$ cat src/rtl/qvr_pkg.sv
// Shared types and constants for the quaternion vector rotator.
// Used by the channel interfaces, the row datapath and the top level.
package qvr_pkg;

	localparam int DATA_WIDTH_DEF = 16;
	localparam int QUAT_W         = 16;
	localparam int PROD_W         = 2 * QUAT_W;
	// Diagonal entries stay within +/-2^31 and off-diagonal ones within +/-2^32.
	localparam int MAT_W          = PROD_W + 2;
	localparam int FRAC_SHIFT     = 2 * (QUAT_W - 1);
	localparam int OUT_W          = 18;
	localparam int OUT_MAX        = 131071;
	localparam int OUT_MIN        = -131072;
	localparam int CFG_IDX_W      = 3;

	typedef enum logic [CFG_IDX_W-1:0] {
		REG_QUAT_X = 3'd0,
		REG_QUAT_Y = 3'd1,
		REG_QUAT_Z = 3'd2,
		REG_QUAT_W = 3'd3
	} qvr_reg_t;

	// Load enables of the stages that live in the row datapath.
	typedef struct packed {
		logic en_s3;
		logic en_s4;
		logic en_s5;
	} qvr_adv_t;

endpackage

$ cat src/rtl/qvr_row.sv
// One output row of the rotator: three products, rounded sum, saturation.
// Holds pipeline stages 3 to 5; depends on qvr_pkg.
module qvr_row #(
	parameter int DATA_WIDTH = qvr_pkg::DATA_WIDTH_DEF
) (
	input  logic                               clk,
	input  qvr_pkg::qvr_adv_t                  adv,
	input  logic signed [qvr_pkg::MAT_W-1:0]   coef [3],
	input  logic signed [DATA_WIDTH-1:0]       vec [3],
	output logic signed [qvr_pkg::OUT_W-1:0]   rot,
	output logic                               clip
);
	import qvr_pkg::*;

	localparam int PW    = MAT_W + DATA_WIDTH;
	localparam int ACC_W = PW + 2;
	localparam int Q_W   = ACC_W - FRAC_SHIFT;
	localparam int EXT_W = (Q_W > OUT_W) ? Q_W : OUT_W;
	localparam logic signed [ACC_W-1:0] HALF_LSB = ACC_W'(1) <<< (FRAC_SHIFT - 1);
	localparam logic signed [EXT_W-1:0] SAT_HI   = EXT_W'(OUT_MAX);
	localparam logic signed [EXT_W-1:0] SAT_LO   = EXT_W'(OUT_MIN);

	logic signed [PW-1:0]    prod_s3 [3];
	logic signed [ACC_W-1:0] acc;
	logic signed [Q_W-1:0]   q_s4;
	logic signed [EXT_W-1:0] q_ext;

	always_ff @(posedge clk) begin
		if (adv.en_s3) begin
			for (int i = 0; i < 3; i++) begin
				prod_s3[i] <= PW'(coef[i]) * PW'(vec[i]);
			end
		end
	end

	// Adding half an LSB and keeping the upper bits rounds ties upward.
	assign acc = ACC_W'(prod_s3[0]) + ACC_W'(prod_s3[1]) + ACC_W'(prod_s3[2]) + HALF_LSB;

	always_ff @(posedge clk) begin
		if (adv.en_s4) begin
			q_s4 <= acc[ACC_W-1:FRAC_SHIFT];
		end
	end

	assign q_ext = EXT_W'(q_s4);

	always_ff @(posedge clk) begin
		if (adv.en_s5) begin
			if (q_ext > SAT_HI) begin
				rot  <= OUT_W'(OUT_MAX);
				clip <= 1'b1;
			end else if (q_ext < SAT_LO) begin
				rot  <= OUT_W'(OUT_MIN);
				clip <= 1'b1;
			end else begin
				rot  <= q_ext[OUT_W-1:0];
				clip <= 1'b0;
			end
		end
	end

endmodule

$ cat config.mk
export PLATFORM = sky130hd
export DESIGN_NAME = qvr_row
export DESIGN_NICKNAME = d
export VERILOG_FILES = /design/src/rtl/qvr_pkg.sv /design/src/rtl/qvr_row.sv
export SDC_FILE = /design/constraint.sdc
export NUM_CORES = 2
export LEC_CHECK = 0
export BUFFER_PORTS_ARGS = -buffer_cell sky130_fd_sc_hd__buf_2
export CAP_MARGIN = 0
export CORE_MARGIN = 4
export CORE_UTILIZATION = 26
export CTS_BUF_LIST = sky130_fd_sc_hd__clkbuf_4 sky130_fd_sc_hd__clkbuf_8
export CTS_CLUSTER_DIAMETER = 40
export CTS_CLUSTER_SIZE = 28
export DETAILED_ROUTE_END_ITERATION = 16
export SLEW_MARGIN = 20
export SYNTH_ARGS = -nofsm -noshare
export SYNTH_HDL_FRONTEND = slang
export SYNTH_SLANG_ARGS = --single-unit
$ cat constraint.sdc
create_clock -name clk -period 18.68 [get_ports clk]
set_input_delay 2.802 -clock clk [delete_from_list [all_inputs] [get_ports clk]]
set_output_delay 2.802 -clock clk [all_outputs]
set_load 0.05 [all_outputs]
# Word level (Yosys, flattened, before mapping)
# Memories as Yosys holds them, arrays and structs flattened.
# Index checks and enable logic that the tools add are counted.
# op_classes
add_sub_neg	3
magnitude_cmp	2
mux	4
n_mul	3
# op_table
operator	count
34-bit by 16-bit multiplier with 50-bit output	3
51-bit by 50-bit adder with 52-bit output	1
52-bit by 31-bit adder with 52-bit output, second input constant	1
50-bit by 50-bit adder with 51-bit output	1
22-bit by 18-bit > comparator with 1-bit output, second input constant	1
22-bit by 18-bit < comparator with 1-bit output, second input constant	1
18-bit two-way mux	1
1-bit two-way mux	3
# totals
mem_count	1
wordCells	16
register_bits	41
inputBits	154
out_inout_bits	19
ram_bits	150
# mem_list
memory	words	word_bits	read_ports	rd_clocked_by_memory_dff	write_ports	line	rtl
prod_s3	3	50	3	0	3	qvr_row.sv:23	logic signed [PW-1:0] prod_s3 [3];

# Logic depth before layout (Yosys ltp)
# logic_depth
word_depth	3
depth_mapped	27
ltp_nobuf	25

# Worst setup path after synthesis
# OpenSTA, ideal clock, no wires.
# synth_timing
path_kind	input-to-reg
start	in vec[7] (netlist bit)
end	mem prod_s3[0][148] (netlist bit) (data pin)
n_path_buf	2
stages	25
required_time_ps	18422
path_slack_ps	9468
setup_ps	258
arrival_time_ps	8954
path_cell_list	clkbuf_1 -> clkbuf_1 -> nand2_1 -> fa_1 -> inv_1 -> fa_1 -> inv_1 -> fa_1 -> inv_1 -> fa_1 -> fa_1 -> inv_1 -> fa_1 -> inv_1 -> ha_1 -> nand3_2 -> or3_4 -> nor3_4 -> nor4_2 -> o31a_1 -> o311a_1 -> nand3b_4 -> a21oi_4 -> a41oi_2 -> xnor2_1
# synth_rtl
item	line	rtl
start, declared	qvr_row.sv:9	input logic signed [DATA_WIDTH-1:0] vec [3],
end, declared	qvr_row.sv:23	

==> impl_metrics.py <==
metrics = {
    "clock_tree": {
        "h-tree-depth": 4,
        "cts_tree": "built",
        "cts_hold_buf": 0,
        "post_cts_resized": 0,
        "cts_sinks": 191,
        "cts_buffer_depth": 2,
        "cts_root_buffer": "clkbuf_8",
        "clkSlewWorstSetupHoldPaths_ns": 0.11,
        "cts_buffers": 17,
        "post-cts-setup-buffer-count": 0,
        "clk_latency_ns": 0.55,
    },
    "synthesis": {
        "ys_seq_area_share_pct": 8.69,
        "yosys_warnings": 0,
        "syn_inst": 7033,
        "async_reset_ff_share_pct": 0,
        "synth.area.top_cells": "fa_1, inv_1, edfxtp_1",
        "syn_area_per_cell_um2": 9.38,
        "synth_edf_count": 191,
        "synth_largest_area_cell": "fa_1",
        "synthFlopType": "edfxtp_1",
        "syn_area_um2": 66000,
        "ys_seq_elements": 191,
        "synth.top_cell.area_share_pct": 48.3,
        "syn-num-nets": 9230,
        "ys_types": 81,
    },
    "detailed_routing": {
        "first_pass_iters": 6,
        "drt-total-wl_um": 181000,
        "route.detailed.drc": 0,
        "antenna_left": 0,
        "met2_length_um": 88900,
        "m1WireLength_um": 75500,
        "highest_layer": "met5",
        "wl_met3_um": 10100,
        "wl_per_cell_um": 17.5,
        "vias_per_cell": 4.53,
        "route.vias.total": 46700,
        "drt_iter0_drc": 2815,
    },
    "setup_path": {
        "cp-startpoint": "vec[25]",
        "r2r-start": "prod_s3[0][17]",
        "r2r_cells": 13,
        "arrival_ns": 9.81,
        "critical_path_peak_fanout": 34,
        "critPathLaunchType": "input pin",
        "path_class": "in -> reg",
        "end_kind": "flop",
        "crit_required_ns": 18.98,
    },
    "place": {
        "port_buffers": 172,
        "gp_congestion": 0.886,
        "placed_cells": 10300,
        "hpwl_um": 145000,
        "place_area_um2": 69900,
    },
    "finish": {
        "ff_latch_area_um2": 5740,
        "fillCellCount": 26600,
        "fin_cells": 10300,
        "fin_area_um2": 70400,
        "multiInputGateArea_um2": 52500,
        "drive_above_1_share_pct": 3.39,
        "nets": 9136,
        "area_delta_synth_final_pct": 6.70,
    },
    "floorplan": {
        "start_util_pct": 26.2,
        "io_pins": 173,
        "rows": 184,
        "die_w_um": 512,
        "die_area_um2": 262000,
        "fp.coreArea_um2": 252000,
        "dieHeight_um": 512,
    },
    "min_path": {
        "min_path_cells": 1,
        "min_path_type": "reg -> reg",
        "min_from": "q_ext[8]",
    },
    "grt": {
        "antenna_found_initial": 30,
        "grt_usage_pct": 14.1,
        "grt_max_degree": 94,
        "grt_pass1_vias": 53100,
        "grt_overflow_total": 0,
        "grt_pass1_wl_um": 296000,
    },
    "sta": {
        "fin_skew_ns": 0.0182,
        "worst_pin_slew_ns": 1.01,
        "fmaxAchievable_ghz": 0.105,
        "grt_setup_unrepaired": "no",
        "fin_tns_setup_ns": 0,
        "maxSlewHeadroom_pct": 32.2,
        "hold_viol": 0,
        "finalSetupViolCount": 0,
        "slew_violations": 0,
        "hold_slack_ns": 0.575,
        "min_period_ns": 9.50,
        "fin_crit_sh_pct": 50.9,
    },
    "job": {
        "maxCapViolations": 0,
    },
    "run_status": {
        "status": "complete, no violations",
    },
}
-- synthesized netlist by cell type (7+ instances only) --
cell type and number:
and3_1 20, xor2_1 52, a31oi_1 16, nor2b_1 28
a221oi_1 8, a21o_1 116, o21ai_0 61, o21a_1 33
clkbuf_1 285, o211ai_1 14, nor2_1 162, and2_1 658
inv_1 1755, nor3_1 20, nand3_1 28, a21oi_1 181
nand2b_1 44, nand2_1 965, a211oi_1 19, nor4_1 9
ha_1 452, fa_1 1591, o21ai_1 33, and4_1 7
nand4_1 27, xnor2_1 126, o21bai_1 26, edfxtp_1 191
-- cells in the final DEF, fill, tap and decap left out, types with 61 or more instances in the layout --
| cell | count |
|---|---|
| a21oi_1 | 181 |
| nor2_1 | 162 |
| ha_1 | 452 |
| edfxtp_1 | 191 |
| nand2_1 | 965 |
| o21ai_0 | 61 |
| and2_1 | 658 |
| inv_1 | 1755 |
| fa_1 | 1591 |
| a21o_1 | 116 |
| buf_2 | 171 |
| xnor2_1 | 126 |
-- worst max-delay path, cell delays in order --
cell      delay [ns]
buf_2           0.70
nand2_1         0.20
fa_1            0.53
inv_1           0.05
fa_1            0.50
inv_1           0.06
fa_1            0.54
inv_1           0.06
fa_1            0.47
fa_1            0.51
inv_1           0.07
fa_1            0.51
inv_1           0.05
ha_1            0.34
and3_1          0.24
a31oi_1         0.40
a21oi_1         0.21
a31o_2          0.33
a21oi_1         0.22
a211oi_1        0.17
a221oi_1        0.49
o21ai_1         0.14
xor2_1          0.16
-- final timing paths --
check	endpoint	slack, ns
worst max-delay path	prod_s3[0][98]	9.18
worst min-delay path	rot[8]	0.58
worst max register to register	q_ext[17]	14.12
worst min register to register	rot[8]	0.58
-- cell type report --
| type | count | area share (%) |
|---|---|---|
| Multi-Input combinational cell | 4793 | 74.6 |
| Inverter | 1756 | 9.37 |
| Sequential cell | 191 | 8.15 |
| Tap cell | 3348 | 5.95 |
| Timing Repair Buffer | 180 | 1.32 |
| Clock buffer | 17 | 0.332 |
| Clock inverter | 15 | 0.277 |
| Antenna cell | 6 | 0.0213 |
-- through the flow --
stage / setup WS [ns] / util (%)
finish: 9.18 / 27.9
CTS: 9.26 / 27.9
floorplan: 9.47 / -
global placement: 8.77 / 27.8
global route: 8.88 / 27.9
detailed placement: 8.68 / 27.8
-- flip-flops by register name, summed over array words and instances, names as in the netlist --
signal	cells
q_ext	22
prod_s3	150
clip	1
rot	18
-- kinds of logic after synthesis --
| family | Yosys count | share of synthesized area, % |
|---|---|---|
| multiplexers | 1 | 0.0152 |
| adder cells (fa/ha/maj) | 2043 | 56.9 |
| AO/OA/AOI/OAI | 582 | 5.73 |
| XOR/XNOR | 178 | 2.36 |
| AND/OR/NAND/NOR | 1989 | 14.6 |
| flip-flops | 191 | 8.69 |
| buffers and inverters | 2049 | 11.7 |
-- routing by layer --
layer / global-route usage, % / vias up
li1: - / 20500
met1: 18.3 / 24400
met2: 24.5 / 1519
met3: 1.75 / 290
met4: 4.49 / 2
met5: 0 / -
Power is left out: the tool's default activity adds up to more than one toggle a clock period on the data nets, which glitch-free logic cannot reach.
